[src/rtl/mcmf_pkg.sv]
// Package for the MIDI channel message filter: payload structs, the per-channel
// table entry, command and message codes, the controller FSM states and scaling constants.
// Depends on nothing; every other file refers to it by scoped names.
`timescale 1ns / 1ps

package mcmf_pkg;

    // One input transfer.
    typedef struct packed {
        logic [2:0] cmd;
        logic [2:0] kind;
        logic [3:0] channel;
        logic       all_channels;
        logic [6:0] data_first;
        logic [6:0] data_second;
        logic       enable;
        logic [6:0] patch;
        logic [7:0] volume_percent;
    } item_t;

    // One output transfer.
    typedef struct packed {
        logic [2:0] out_kind;
        logic [3:0] out_channel;
        logic [6:0] out_first;
        logic [6:0] out_second;
        logic       last;
    } result_t;

    // Per-channel state held in the channel table.
    typedef struct packed {
        logic       mute;
        logic       lock;
        logic [6:0] locked_prog;
        logic [6:0] last_prog;
        logic [6:0] stored_vol;
        logic [7:0] vol_scale;
    } entry_t;

    localparam entry_t RESET_ENTRY = '{
        mute:        1'b0,
        lock:        1'b0,
        locked_prog: 7'd0,
        last_prog:   7'd0,
        stored_vol:  7'd100,
        vol_scale:   8'd100
    };

    // Table write request produced by the transform.
    typedef struct packed {
        logic   en;
        entry_t entry;
    } tbl_wr_t;

    // Transform outcome carried into the output stage.
    typedef struct packed {
        logic        emit;    // one result to send
        logic        pair;    // an all-sounds-off result follows
        logic        scaled;  // second byte comes from the volume product
        logic [14:0] prod;    // value times percent
        result_t     res;
    } xf_t;

    typedef enum logic [2:0] {
        CMD_MESSAGE = 3'd0,
        CMD_MUTE    = 3'd1,
        CMD_LOCK    = 3'd2,
        CMD_PATCH   = 3'd3,
        CMD_VOLUME  = 3'd4
    } cmd_t;

    typedef enum logic [1:0] {
        ST_IDLE,
        ST_PROC,
        ST_OUT,
        ST_EMIT2
    } state_t;

    localparam logic [2:0] KIND_NOTEOFF   = 3'd0;
    localparam logic [2:0] KIND_NOTEON    = 3'd1;
    localparam logic [2:0] KIND_KEYPRESS  = 3'd2;
    localparam logic [2:0] KIND_CONTROL   = 3'd3;
    localparam logic [2:0] KIND_PROGRAM   = 3'd4;
    localparam logic [2:0] KIND_CHANPRESS = 3'd5;
    localparam logic [2:0] KIND_BEND      = 3'd6;

    localparam logic [3:0] DRUM_CHANNEL       = 4'd9;
    localparam logic [6:0] CTL_MAIN_VOLUME    = 7'd7;
    localparam logic [6:0] CTL_ALL_SOUNDS_OFF = 7'd120;
    localparam logic [6:0] CTL_ALL_NOTES_OFF  = 7'd123;
    localparam logic [6:0] DATA_MAX           = 7'd127;

    // floor(x / 100) equals (x * SCALE_RECIP) >> SCALE_SHIFT for every x below 43690.
    localparam logic [15:0] SCALE_RECIP = 16'd41944;
    localparam int          SCALE_SHIFT = 22;

endpackage

[src/rtl/mcmf_table.sv]
// Per-channel state table: a synchronous memory with a registered read,
// plus one valid bit per channel so unwritten entries read as their reset value.
// Depends on mcmf_pkg.
`timescale 1ns / 1ps

module mcmf_table #(
    parameter int CHANNELS = 16,
    parameter int CH_W     = 4
) (
    input  logic                clk,
    input  logic                rst_n,
    input  logic                rd_en,
    input  logic [CH_W-1:0]     rd_addr,
    input  mcmf_pkg::tbl_wr_t   wr,
    input  logic [CH_W-1:0]     wr_addr,
    output mcmf_pkg::entry_t    rd_entry
);

    mcmf_pkg::entry_t mem_reg [CHANNELS];
    mcmf_pkg::entry_t rd_data_reg;
    logic [CHANNELS-1:0] vld_reg;
    logic                rd_vld_reg;

    always_ff @(posedge clk)
    begin
        if (wr.en)
        begin
            mem_reg[wr_addr] <= wr.entry;
        end
        if (rd_en)
        begin
            rd_data_reg <= mem_reg[rd_addr];
        end
    end

    always_ff @(posedge clk or negedge rst_n)
    begin
        if (!rst_n)
        begin
            vld_reg    <= '0;
            rd_vld_reg <= 1'b0;
        end
        else
        begin
            if (wr.en)
            begin
                vld_reg[wr_addr] <= 1'b1;
            end
            if (rd_en)
            begin
                rd_vld_reg <= vld_reg[rd_addr];
            end
        end
    end

    assign rd_entry = rd_vld_reg ? rd_data_reg : mcmf_pkg::RESET_ENTRY;

endmodule

[src/rtl/mcmf_xform.sv]
// Message and command transform: from the latched item and the channel's table
// entry it forms the table write-back and the first result of the item.
// Depends on mcmf_pkg.
`timescale 1ns / 1ps

module mcmf_xform #(
    parameter int CHANNELS = 16,
    parameter int CH_W     = 4
) (
    input  mcmf_pkg::item_t     item,
    input  mcmf_pkg::entry_t    entry,
    input  logic signed [6:0]   pitch_shift,
    input  logic [CH_W-1:0]     cur_addr,
    output mcmf_pkg::tbl_wr_t   wr,
    output mcmf_pkg::xf_t       xf
);

    logic              ch_ok;
    logic              sweep;
    logic signed [8:0] key_sum;
    logic [6:0]        key_out;
    logic [6:0]        mul_v;
    logic [7:0]        mul_pct;

    assign ch_ok = {1'b0, item.channel} < 5'(CHANNELS);
    assign sweep = (item.cmd == mcmf_pkg::CMD_VOLUME) && item.all_channels;

    // Key transpose with saturation; the drum channel is left alone.
    assign key_sum = $signed({2'b00, item.data_first})
                   + $signed({{2{pitch_shift[6]}}, pitch_shift});

    always_comb
    begin
        if (item.channel == mcmf_pkg::DRUM_CHANNEL)
        begin
            key_out = item.data_first;
        end
        else if (key_sum < 0)
        begin
            key_out = 7'd0;
        end
        else if (key_sum > $signed({2'b00, mcmf_pkg::DATA_MAX}))
        begin
            key_out = mcmf_pkg::DATA_MAX;
        end
        else
        begin
            key_out = key_sum[6:0];
        end
    end

    // A controller message scales its own value by the stored percent; set volume
    // scales the stored value by the new percent.
    always_comb
    begin
        if (item.cmd == mcmf_pkg::CMD_VOLUME)
        begin
            mul_v   = entry.stored_vol;
            mul_pct = item.volume_percent;
        end
        else
        begin
            mul_v   = item.data_second;
            mul_pct = entry.vol_scale;
        end
    end

    always_comb
    begin
        wr.en    = 1'b0;
        wr.entry = entry;
        xf.emit   = 1'b0;
        xf.pair   = 1'b0;
        xf.scaled = 1'b0;
        xf.prod   = {8'd0, mul_v} * {7'd0, mul_pct};
        xf.res.out_kind    = item.kind;
        xf.res.out_channel = item.channel;
        xf.res.out_first   = item.data_first;
        xf.res.out_second  = item.data_second;
        xf.res.last        = 1'b1;

        unique case (item.cmd)
            mcmf_pkg::CMD_MESSAGE:
            begin
                if (ch_ok && !entry.mute)
                begin
                    unique case (item.kind)
                        mcmf_pkg::KIND_NOTEOFF, mcmf_pkg::KIND_NOTEON,
                        mcmf_pkg::KIND_KEYPRESS:
                        begin
                            xf.emit          = 1'b1;
                            xf.res.out_first = key_out;
                        end
                        mcmf_pkg::KIND_CONTROL:
                        begin
                            xf.emit = 1'b1;
                            if (item.data_first == mcmf_pkg::CTL_MAIN_VOLUME)
                            begin
                                wr.en               = 1'b1;
                                wr.entry.stored_vol = item.data_second;
                                xf.scaled           = 1'b1;
                            end
                        end
                        mcmf_pkg::KIND_PROGRAM:
                        begin
                            xf.emit           = 1'b1;
                            xf.res.out_second = 7'd0;
                            wr.en             = 1'b1;
                            if (entry.lock)
                            begin
                                xf.res.out_first   = entry.locked_prog;
                                wr.entry.last_prog = entry.locked_prog;
                            end
                            else
                            begin
                                wr.entry.last_prog = item.data_first;
                            end
                        end
                        mcmf_pkg::KIND_CHANPRESS:
                        begin
                            xf.emit           = 1'b1;
                            xf.res.out_second = 7'd0;
                        end
                        mcmf_pkg::KIND_BEND:
                        begin
                            xf.emit = 1'b1;
                        end
                        default:
                        begin
                            xf.emit = 1'b0;
                        end
                    endcase
                end
            end
            mcmf_pkg::CMD_MUTE:
            begin
                if (ch_ok && (entry.mute != item.enable))
                begin
                    wr.en         = 1'b1;
                    wr.entry.mute = item.enable;
                    if (item.enable)
                    begin
                        xf.emit            = 1'b1;
                        xf.pair            = 1'b1;
                        xf.res.out_kind    = mcmf_pkg::KIND_CONTROL;
                        xf.res.out_first   = mcmf_pkg::CTL_ALL_NOTES_OFF;
                        xf.res.out_second  = 7'd0;
                        xf.res.last        = 1'b0;
                    end
                end
            end
            mcmf_pkg::CMD_LOCK:
            begin
                if (ch_ok && (entry.lock != item.enable))
                begin
                    wr.en         = 1'b1;
                    wr.entry.lock = item.enable;
                    if (item.enable)
                    begin
                        wr.entry.locked_prog = entry.last_prog;
                    end
                end
            end
            mcmf_pkg::CMD_PATCH:
            begin
                if (ch_ok)
                begin
                    wr.en              = 1'b1;
                    wr.entry.last_prog = item.patch;
                    if (entry.lock)
                    begin
                        wr.entry.locked_prog = item.patch;
                    end
                end
            end
            mcmf_pkg::CMD_VOLUME:
            begin
                if (sweep || ch_ok)
                begin
                    wr.en              = 1'b1;
                    wr.entry.vol_scale = item.volume_percent;
                    xf.emit            = 1'b1;
                    xf.scaled          = 1'b1;
                    xf.res.out_kind    = mcmf_pkg::KIND_CONTROL;
                    xf.res.out_first   = mcmf_pkg::CTL_MAIN_VOLUME;
                    if (sweep)
                    begin
                        xf.res.out_channel = 4'(cur_addr);
                        xf.res.last        = (cur_addr == CH_W'(CHANNELS - 1));
                    end
                end
            end
            default:
            begin
                xf.emit = 1'b0;
            end
        endcase
    end

endmodule

[src/rtl/midi_channel_message_filter.sv]
// Flow: an accepted item has its table entry read, is transformed and written back in the
// transform state, and puts its first result in the output register in the output state.
// A new item is taken when idle or in the output state that ends the last one; a mute that emits
// two results adds a second output state, and set volume for all repeats both per channel.
// Reset: asynchronous, active low; clears control state, the pitch shift and the
// table's valid bits, so every channel reads as unmuted, unlocked, program 0, volume 100.
`timescale 1ns / 1ps

module midi_channel_message_filter #(
    parameter int CHANNELS = 16
) (
    input  logic                clk,
    input  logic                rst_n,
    input  logic                cfg_wr_en,
    input  logic [6:0]          cfg_wr_data,
    input  logic                item_valid,
    output logic                item_stall,
    input  mcmf_pkg::item_t     item,
    output logic                result_valid,
    input  logic                result_stall,
    output mcmf_pkg::result_t   result
);

    localparam int CH_W = (CHANNELS > 1) ? $clog2(CHANNELS) : 1;
    localparam logic [CH_W-1:0] LAST_ADDR = CH_W'(CHANNELS - 1);

    // Pitch shift register, to be written only while the block is idle; not enforced.
    logic signed [6:0] pitch_shift_reg;

    always_ff @(posedge clk or negedge rst_n)
    begin
        if (!rst_n)
        begin
            pitch_shift_reg <= 7'sd0;
        end
        else if (cfg_wr_en)
        begin
            pitch_shift_reg <= $signed(cfg_wr_data);
        end
    end

    // Controller state.
    mcmf_pkg::state_t  state_reg, state_next;
    logic [CH_W-1:0]   cur_addr_reg, cur_addr_next;
    mcmf_pkg::item_t   item_reg;
    mcmf_pkg::xf_t     xf_reg;
    logic              res_valid_reg, res_valid_next;
    mcmf_pkg::result_t res_reg, res_next;

    logic              accept;
    logic              out_free;
    logic              is_sweep;
    logic              sweep_more;
    logic              go;
    logic              tbl_rd_en;
    logic [CH_W-1:0]   tbl_rd_addr;
    mcmf_pkg::entry_t  entry;
    mcmf_pkg::tbl_wr_t tbl_wr;
    mcmf_pkg::tbl_wr_t xf_wr;
    mcmf_pkg::xf_t     xf;
    logic [30:0]       q_full;
    logic [8:0]        quot;
    logic [6:0]        scaled_vol;

    mcmf_table #(
        .CHANNELS (CHANNELS),
        .CH_W     (CH_W)
    ) u_table (
        .clk      (clk),
        .rst_n    (rst_n),
        .rd_en    (tbl_rd_en),
        .rd_addr  (tbl_rd_addr),
        .wr       (tbl_wr),
        .wr_addr  (cur_addr_reg),
        .rd_entry (entry)
    );

    mcmf_xform #(
        .CHANNELS (CHANNELS),
        .CH_W     (CH_W)
    ) u_xform (
        .item        (item_reg),
        .entry       (entry),
        .pitch_shift (pitch_shift_reg),
        .cur_addr    (cur_addr_reg),
        .wr          (xf_wr),
        .xf          (xf)
    );

    // The table is written back only in the transform cycle, which is never a cycle
    // that reads the same entry.
    always_comb
    begin
        tbl_wr    = xf_wr;
        tbl_wr.en = xf_wr.en && (state_reg == mcmf_pkg::ST_PROC);
    end

    // Volume scaling finishes here: the product was registered in the transform cycle,
    // the divide by 100 is a multiply by a fixed reciprocal, then a clamp at 127.
    assign q_full     = {16'd0, xf_reg.prod} * 31'(mcmf_pkg::SCALE_RECIP);
    assign quot       = q_full[mcmf_pkg::SCALE_SHIFT +: 9];
    assign scaled_vol = (quot > 9'(mcmf_pkg::DATA_MAX)) ? mcmf_pkg::DATA_MAX : quot[6:0];

    assign out_free   = !res_valid_reg || !result_stall;
    assign is_sweep   = (item_reg.cmd == mcmf_pkg::CMD_VOLUME) && item_reg.all_channels;
    assign sweep_more = is_sweep && (cur_addr_reg != LAST_ADDR);
    assign go         = !xf_reg.emit || out_free;

    // A new item is taken when idle, or in the output cycle that finishes the last one.
    assign item_stall = !((state_reg == mcmf_pkg::ST_IDLE)
                       || ((state_reg == mcmf_pkg::ST_OUT) && go
                           && !xf_reg.pair && !sweep_more));
    assign accept     = item_valid && !item_stall;

    always_comb
    begin
        state_next     = state_reg;
        cur_addr_next  = cur_addr_reg;
        tbl_rd_en      = 1'b0;
        tbl_rd_addr    = cur_addr_reg;
        res_valid_next = res_valid_reg && result_stall;
        res_next       = res_reg;

        unique case (state_reg)
            mcmf_pkg::ST_IDLE:
            begin
                state_next = state_reg;
            end
            mcmf_pkg::ST_PROC:
            begin
                state_next = mcmf_pkg::ST_OUT;
            end
            mcmf_pkg::ST_OUT:
            begin
                if (go)
                begin
                    if (xf_reg.emit)
                    begin
                        res_valid_next = 1'b1;
                        res_next       = xf_reg.res;
                        if (xf_reg.scaled)
                        begin
                            res_next.out_second = scaled_vol;
                        end
                    end
                    priority if (xf_reg.pair)
                    begin
                        state_next = mcmf_pkg::ST_EMIT2;
                    end
                    else if (sweep_more)
                    begin
                        cur_addr_next = cur_addr_reg + 1'b1;
                        tbl_rd_en     = 1'b1;
                        tbl_rd_addr   = cur_addr_next;
                        state_next    = mcmf_pkg::ST_PROC;
                    end
                    else
                    begin
                        state_next = mcmf_pkg::ST_IDLE;
                    end
                end
            end
            mcmf_pkg::ST_EMIT2:
            begin
                if (out_free)
                begin
                    res_valid_next       = 1'b1;
                    res_next.out_kind    = mcmf_pkg::KIND_CONTROL;
                    res_next.out_channel = item_reg.channel;
                    res_next.out_first   = mcmf_pkg::CTL_ALL_SOUNDS_OFF;
                    res_next.out_second  = 7'd0;
                    res_next.last        = 1'b1;
                    state_next           = mcmf_pkg::ST_IDLE;
                end
            end
            default:
            begin
                state_next = mcmf_pkg::ST_IDLE;
            end
        endcase

        // A set volume for all channels starts its sweep at channel 0.
        if (accept)
        begin
            if ((item.cmd == mcmf_pkg::CMD_VOLUME) && item.all_channels)
            begin
                cur_addr_next = '0;
            end
            else
            begin
                cur_addr_next = item.channel[CH_W-1:0];
            end
            tbl_rd_en   = 1'b1;
            tbl_rd_addr = cur_addr_next;
            state_next  = mcmf_pkg::ST_PROC;
        end
    end

    always_ff @(posedge clk or negedge rst_n)
    begin
        if (!rst_n)
        begin
            state_reg     <= mcmf_pkg::ST_IDLE;
            cur_addr_reg  <= '0;
            res_valid_reg <= 1'b0;
        end
        else
        begin
            state_reg     <= state_next;
            cur_addr_reg  <= cur_addr_next;
            res_valid_reg <= res_valid_next;
        end
    end

    always_ff @(posedge clk)
    begin
        if (accept)
        begin
            item_reg <= item;
        end
        if (state_reg == mcmf_pkg::ST_PROC)
        begin
            xf_reg <= xf;
        end
        res_reg <= res_next;
    end

    assign result_valid = res_valid_reg;
    assign result       = res_reg;

`ifndef SYNTHESIS
    // The table is written only in the transform cycle.
    assert property (@(posedge clk) disable iff (!rst_n)
        tbl_wr.en |-> (state_reg == mcmf_pkg::ST_PROC))
        else $error("table write outside the transform cycle");

    // An accepted transfer always moves on to the transform cycle.
    assert property (@(posedge clk) disable iff (!rst_n)
        accept |=> (state_reg == mcmf_pkg::ST_PROC))
        else $error("accepted item did not reach the transform cycle");

    // The transform cycle is always followed by the output cycle.
    assert property (@(posedge clk) disable iff (!rst_n)
        (state_reg == mcmf_pkg::ST_PROC) |=> (state_reg == mcmf_pkg::ST_OUT))
        else $error("transform cycle not followed by output cycle");

    // The second result of a pair only comes from a mute command.
    assert property (@(posedge clk) disable iff (!rst_n)
        (state_reg == mcmf_pkg::ST_EMIT2) |-> (item_reg.cmd == mcmf_pkg::CMD_MUTE))
        else $error("pair result for a command other than mute");

    // No new item is taken while a channel sweep still has channels to go.
    assert property (@(posedge clk) disable iff (!rst_n)
        ((state_reg == mcmf_pkg::ST_OUT) && sweep_more) |-> item_stall)
        else $error("item accepted in the middle of a channel sweep");
`endif

endmodule

[config.mk]
export PLATFORM = sky130hd
export DESIGN_NAME = midi_channel_message_filter
export DESIGN_NICKNAME = d
export VERILOG_FILES = /design/src/rtl/mcmf_pkg.sv /design/src/rtl/mcmf_table.sv /design/src/rtl/mcmf_xform.sv /design/src/rtl/midi_channel_message_filter.sv
export SDC_FILE = /design/constraint.sdc
export NUM_CORES = 1
export LEC_CHECK = 0
export BUFFER_PORTS_ARGS = -buffer_cell sky130_fd_sc_hd__buf_2
export CAP_MARGIN = 5
export CORE_UTILIZATION = 57
export CTS_CLUSTER_SIZE = 12
export DETAILED_ROUTE_END_ITERATION = 8
export PLACE_DENSITY = 0.77
export SLEW_MARGIN = 10
export SYNTH_ARGS = -nofsm -noshare
export SYNTH_HDL_FRONTEND = slang
export SYNTH_SLANG_ARGS = --single-unit
[constraint.sdc]
create_clock -name clk -period 5.6 [get_ports clk]
set_input_delay 0.28 -clock clk [delete_from_list [all_inputs] [get_ports clk]]
set_output_delay 0.28 -clock clk [all_outputs]
set_load 0.01 [all_outputs]
Word level (Yosys, flattened, before mapping)
Memory sizes are Yosys's and may differ from the RTL's. A register that Yosys moved wholly into a read port is not among the register bits.
Index checks and enable logic that the tools add are counted.
{"block": "op_classes", "order_cmp": 6, "n_addsub": 2, "n_reduce_logical": 30, "bitwise_logic": 1, "n_eq_ne": 26, "muxes": 80, "mul": 2}
{"op": "$mux 7", "n": 14}
{"op": "$mux 22", "n": 3}
{"op": "$pmux 7 s2", "n": 4}
{"op": "$pmux 22 s2", "n": 1}
{"op": "$mux 4", "n": 8}
{"op": "$mux 31", "n": 1}
{"op": "$mux 15", "n": 2}
{"op": "$mul 15x13->28 const B", "n": 1}
{"op": "$mux 14", "n": 2}
{"op": "$mux 1", "n": 23}
{"op": "$pmux 7 s3", "n": 1}
{"op": "$mux 8", "n": 2}
{"op": "$or 16x16->16", "n": 1}
{"op": "$eq 3x3->1 const B", "n": 5}
{"op": "$mul 7x8->15", "n": 1}
{"op": "$mux 2", "n": 7}
{"op": "$eq 3x2->1 const B", "n": 4}
{"op": "$logic_and 1x1->1", "n": 10}
{"op": "$lt 4x5->1 const B", "n": 2}
{"op": "$add 8x7->9", "n": 1}
{"op": "$gt 9x7->1 const B", "n": 1}
{"op": "$gt 9x8->1 const B", "n": 1}
{"op": "$lt 9x1->1 const B", "n": 1}
{"op": "$eq 4x4->1 const B", "n": 2}
{"op": "other kinds (29)", "n": 49}
{"block": "totals", "input_bits": 53, "mem_bits_rw": 496, "word_cells": 177, "n_memories": 1, "output_inout_bits": 24, "reg_bits": 134}
{"name": "u_table.mem_reg", "depth": 16, "width": 31, "rd": 1, "rd_ports_with_merged_regs": 1, "write_ports": 1, "line_no": "mcmf_table.sv:19", "rtl": "mcmf_pkg::entry_t mem_reg [CHANNELS];"}

Logic depth before layout (Yosys ltp)
{"block": "depth", "ltp_word": 11, "depth_mapped": 23, "ltp_nobuf": 22}

Cells and area by module
Synthesis repeated with hierarchy kept, for this count alone.
{"block": "hier_totals", "hier_cells": 1920, "hier_area_um2": 31919.4}
{"mod": "mcmf_table", "area_each_um2": 20493.4, "cells_each": 816, "seq_area_each_um2": 16250.6, "instances": 1}
{"mod": "midi_channel_message_filter", "area_each_um2": 7881.3, "cells_each": 610, "seq_area_each_um2": 3443.3, "instances": 1}
{"mod": "mcmf_xform", "area_each_um2": 3544.6, "cells_each": 494, "seq_area_each_um2": 0.0, "instances": 1}

Worst setup path after synthesis
OpenSTA, ideal clock, no wires.
{"block": "synth_path", "kind": "reg-to-reg", "startpoint": "reg item_reg[38] in the netlist's numbering", "endpoint": "reg xf_reg[36] in the netlist's numbering, data pin", "setup_ns": 0.266, "arrival_ns": 5.437, "setup_slack_ns": -0.102, "path_buffers": 2, "stages_incl_launch_ff": 19, "period_less_slack_ns": 5.702, "required_time_ns": 5.334, "cell_sequence": "edfxtp_1 clkbuf_1 nor2_1 nand2_1 clkbuf_1 a31oi_1 nand2_1 fa_1 fa_1 fa_1 inv_1 fa_1 ha_1 nor2b_1 o21a_1 nor3_1 o31ai_1 o41ai_1 xnor2_1"}
{"item": "start, declared", "line_no": "midi_channel_message_filter.sv:45", "rtl": "mcmf_pkg::item_t item_reg;"}
{"item": "start signal, assigned", "line_no": "midi_channel_message_filter.sv:219", "rtl": "item_reg <= item;"}
{"item": "end signal, assigned", "line_no": "midi_channel_message_filter.sv:223", "rtl": "xf_reg <= xf;"}
{"item": "end, declared", "line_no": "midi_channel_message_filter.sv:46", "rtl": "mcmf_pkg::xf_t xf_reg;"}

Worst setup path after layout
{"block": "layout_path", "startpoint": "reg xf_reg[32] in the netlist's numbering", "endpoint": "reg res_reg, in the netlist result[4], data pin"}
{"block": "layout_via", "elab_chain_len": 7}
{"item": "$mul 15x13->28 (*)", "line_no": "midi_channel_message_filter.sv:100", "rtl": "assign q_full = {16'd0, xf_reg.prod} * 31'(mcmf_pkg::SCALE_RECIP);"}
{"item": "$gt 9x7->1", "line_no": "midi_channel_message_filter.sv:102", "rtl": "assign scaled_vol = (quot > 9'(mcmf_pkg::DATA_MAX)) ? mcmf_pkg::DATA_MAX : quot[6:0];"}
{"item": "$mux 7 (*)", "line_no": "midi_channel_message_filter.sv:102"}
{"item": "$mux 7 (*)", "line_no": "midi_channel_message_filter.sv:141", "rtl": "if (xf_reg.scaled)"}
{"item": "$mux 22 (*)", "line_no": "midi_channel_message_filter.sv:137", "rtl": "if (xf_reg.emit)"}
{"item": "$mux 22 (*)", "line_no": "midi_channel_message_filter.sv:135", "rtl": "if (go)"}
{"item": "$pmux 22 s2 (*)", "line_no": "midi_channel_message_filter.sv:124", "rtl": "unique case (state_reg)"}
{"item": "end signal, assigned", "line_no": "midi_channel_message_filter.sv:225", "rtl": "res_reg <= res_next;"}
{"item": "end, declared", "line_no": "midi_channel_message_filter.sv:48", "rtl": "mcmf_pkg::result_t res_reg, res_next;"}
Every way passes the cells marked *; elsewhere a longest branch is shown, timed or not. The select of a mux whose other input is x is not followed.
A chain may end at the register's enable or synchronous reset.

==> flow_summary.yaml <==
finish:
  area_growth_pct: 13.4
  stdcell_count: 2942
  num-fill-cells: 3658
  drive_gt1_frac: 0.192
  final_nets: 2452
  antenna_cells: 0
  largest_reg_flops: 496
  design_area_mm2: 0.0359
  layout_commonest_cell: "edfxtp_1"
  layout_common_cells: "630 x edfxtp_1, 196 x inv_1, 147 x ha_1, 124 x mux4_2, 100 x nand2_1"
synthesis:
  synthArstFlopShare: 0.0469
  synth_top_area_cell: "edfxtp_1"
  synth-seq-area-share: 0.622
  synthFlopType: "edfxtp_1"
  syn_avg_cell_area_um2: 16.2
  synth.cell_area_mm2: 0.0317
  synth_fp_nets: 2259
  ys_types: 76
  synth_top_area_frac: 0.598
  synth_edf_count: 630
  synth_area_leaders: "edfxtp_1 60%, mux4_2 8.8%, fa_1 6.3%, ha_1 5.8%, dfrtp_1 2.5%"
  yosys_warnings: 0
  netlist_instances: 1960
  synth-seq-cells: 661
timing:
  hold_viol_final: 0
  worst_pin_slew_ns: 1.22
  slew_violations: 0
  slew_headroom: 0.189
  setup_violations: 0
  period_share: 0.962
  finalClockSkew_ns: 0.0275
  fin_crit_ns: 5.39
  fmax_mhz: 186
hold_path:
  hp-class: "input port to flop"
placement:
  gp_congestion: 0.902
  placed_area_mm2: 0.0333
  placed_cells: 2775
  io_buffers: 76
  dp_hpwl_um: 43900
worst_setup_path:
  cp_top_family: "adder cells"
  start_kind: "flop"
  crit_path_end_kind: "flop"
  cpMaxStageDelayCell: "fa_1"
  cp_max_fo: 7
  path_class: "flop to flop"
  critPathBufInv: 5
  critPathMaxStageDelay_ns: 0.52
  arrival_ns: 5.74
  crit_path_cell_trace: "buf_4, fa_1, ha_1, inv_1, fa_1, inv_1, fa_1, inv_1, fa_1, inv_1, ha_1, nand4_1, nor3_1, o31ai_1, a21boi_0, a211oi_1, o21ai_0, nand4b_1, o221a_2"
  cp_data_required_time_ns: 5.95
drt:
  drt-total-wl_um: 71900
  drtPass1Iterations: 7
  vias_per_cell: 6.14
  drt_iter0_drc: 1918
  wl_per_cell_um: 24.5
  final_antenna_net_count: 0
  vias: 18100
  drc: 0
clock_tree:
  cts_buffers: 69
  worstSkewPairLatency_ns: 0.62
  clock_sinks: 661
  h-tree-depth: 3
  cts_root_buffer: "clkbuf_16"
  clk_transition_reported_paths_ns: 0.06
  clk_path_buf_depth: 3
  cts_tree: "built"
run:
  cap_violations: 0
grt:
  grt_overflow_total: 0
  grt_pass1_wl_um: 110000
  track_usage: 0.262
  grt_pass1_vias: 18600
  grt_antenna_before_repair: 1
  grt_max_degree: 130
floorplanning:
  rows: 86
  fp.dieH_um: 238
  boundaryPins: 77
  die-area_mm2: 0.0565
  initial_core_util: 0.576
  die_w_um: 238
  core_mm2: 0.0550
outcome:
  status: "finished clean"
==> cell families (layout without fill, tap and decap cells) <==
logic type	count (synthesis)	after routing	share of synthesized area
AND/OR/NAND/NOR	345	345	0.0551
flip-flops	661	661	0.622
buffers and inverters	272	506	0.0362
AO/OA/AOI/OAI	230	230	0.0514
multiplexers	181	181	0.107
XOR/XNOR	25	25	0.00692
adder cells (fa/ha/maj)	246	246	0.121
==> synth_stat cells, drive strengths merged, types with 5 or more instances <==
master    n
a211oi    8
nor2     52
a222oi    7
a21boi    6
o21ai    48
nand3    79
a31oi     8
buf      45
edfxtp  630
or2       6
a21o      9
clkbuf   29
nand2   101
o211ai   34
mux4    124
and3      7
dfrtp    31
o21a      7
o21bai   17
xnor2    19
o221a     9
inv     198
mux2i    42
nor3      9
a21oi    42
fa       99
nor2b    17
and2     34
mux2     15
a221o     6
xor2      6
nand2b   14
nand4     5
ha      147
==> per-stage QoR <==
| step | setup WS (ns) | utilization | hold WS [ns] | TNS (ns) |
|---|---|---|---|---|
| 2_1_floorplan | 0.166 | - | -0.0156 | 0 |
| 5_1_grt | -0.0139 | 0.653 | 0.0613 | -0.0317 |
| 3_3_place_gp | 0.295 | 0.606 | 0.391 | 0 |
| 3_5_place_dp | 0.209 | 0.606 | 0.394 | 0 |
| 6_report | 0.211 | 0.653 | 0.0318 | 0 |
| 4_1_cts | 0.205 | 0.652 | 0.0111 | 0 |
==> per-layer routing <==
layer,track usage,vias up,part of all wire
met2,0.439,948,0.50
met3,0.0446,161,0.086
met1,0.346,9159,0.38
met5,0,-,0
li1,-,7806,-
met4,0.0960,0,0.031
==> final cells by class <==
class | instances | area [um^2] | share of cell area
clock buffers | 94 | 1870 | 0.0521
flip-flops and latches | 661 | 19700 | 0.549
well taps | 748 | 936 | 0.0261
clock inverters | 18 | 181 | 0.00505
repair buffers | 196 | 1500 | 0.0417
multi-input cells | 1027 | 11000 | 0.306
inverters | 198 | 743 | 0.0207
==> worst paths after layout <==
path | slack, ns | startpoint | to | cells after the start
worst max-delay path | 0.21 | xf_reg[32] | result[4] | 19
worst min-delay path | 0.03 | cfg_wr_en | pitch_shift_reg[1] | 2
worst max register to register | 0.21 | xf_reg[32] | result[4] | 19
worst min register to register | 0.48 | u_table.vld_reg[0] | u_table.vld_reg[0] | 1
max in group asynchronous | 4.78 | rst_n | u_table.vld_reg[1] | 2
min in group asynchronous | 0.30 | rst_n | state_reg[0] | 2
==> timing repair <==
item,CTS,global route
endpoints found under the setup margin,0,8
gates resized for setup,0,1
hold buffers,51,0
setup buffers,0,4
hold endpoints to repair,81,0
Power is not shown: default switching activity piles up to over one toggle a cycle in this logic, so the estimate is an artifact.
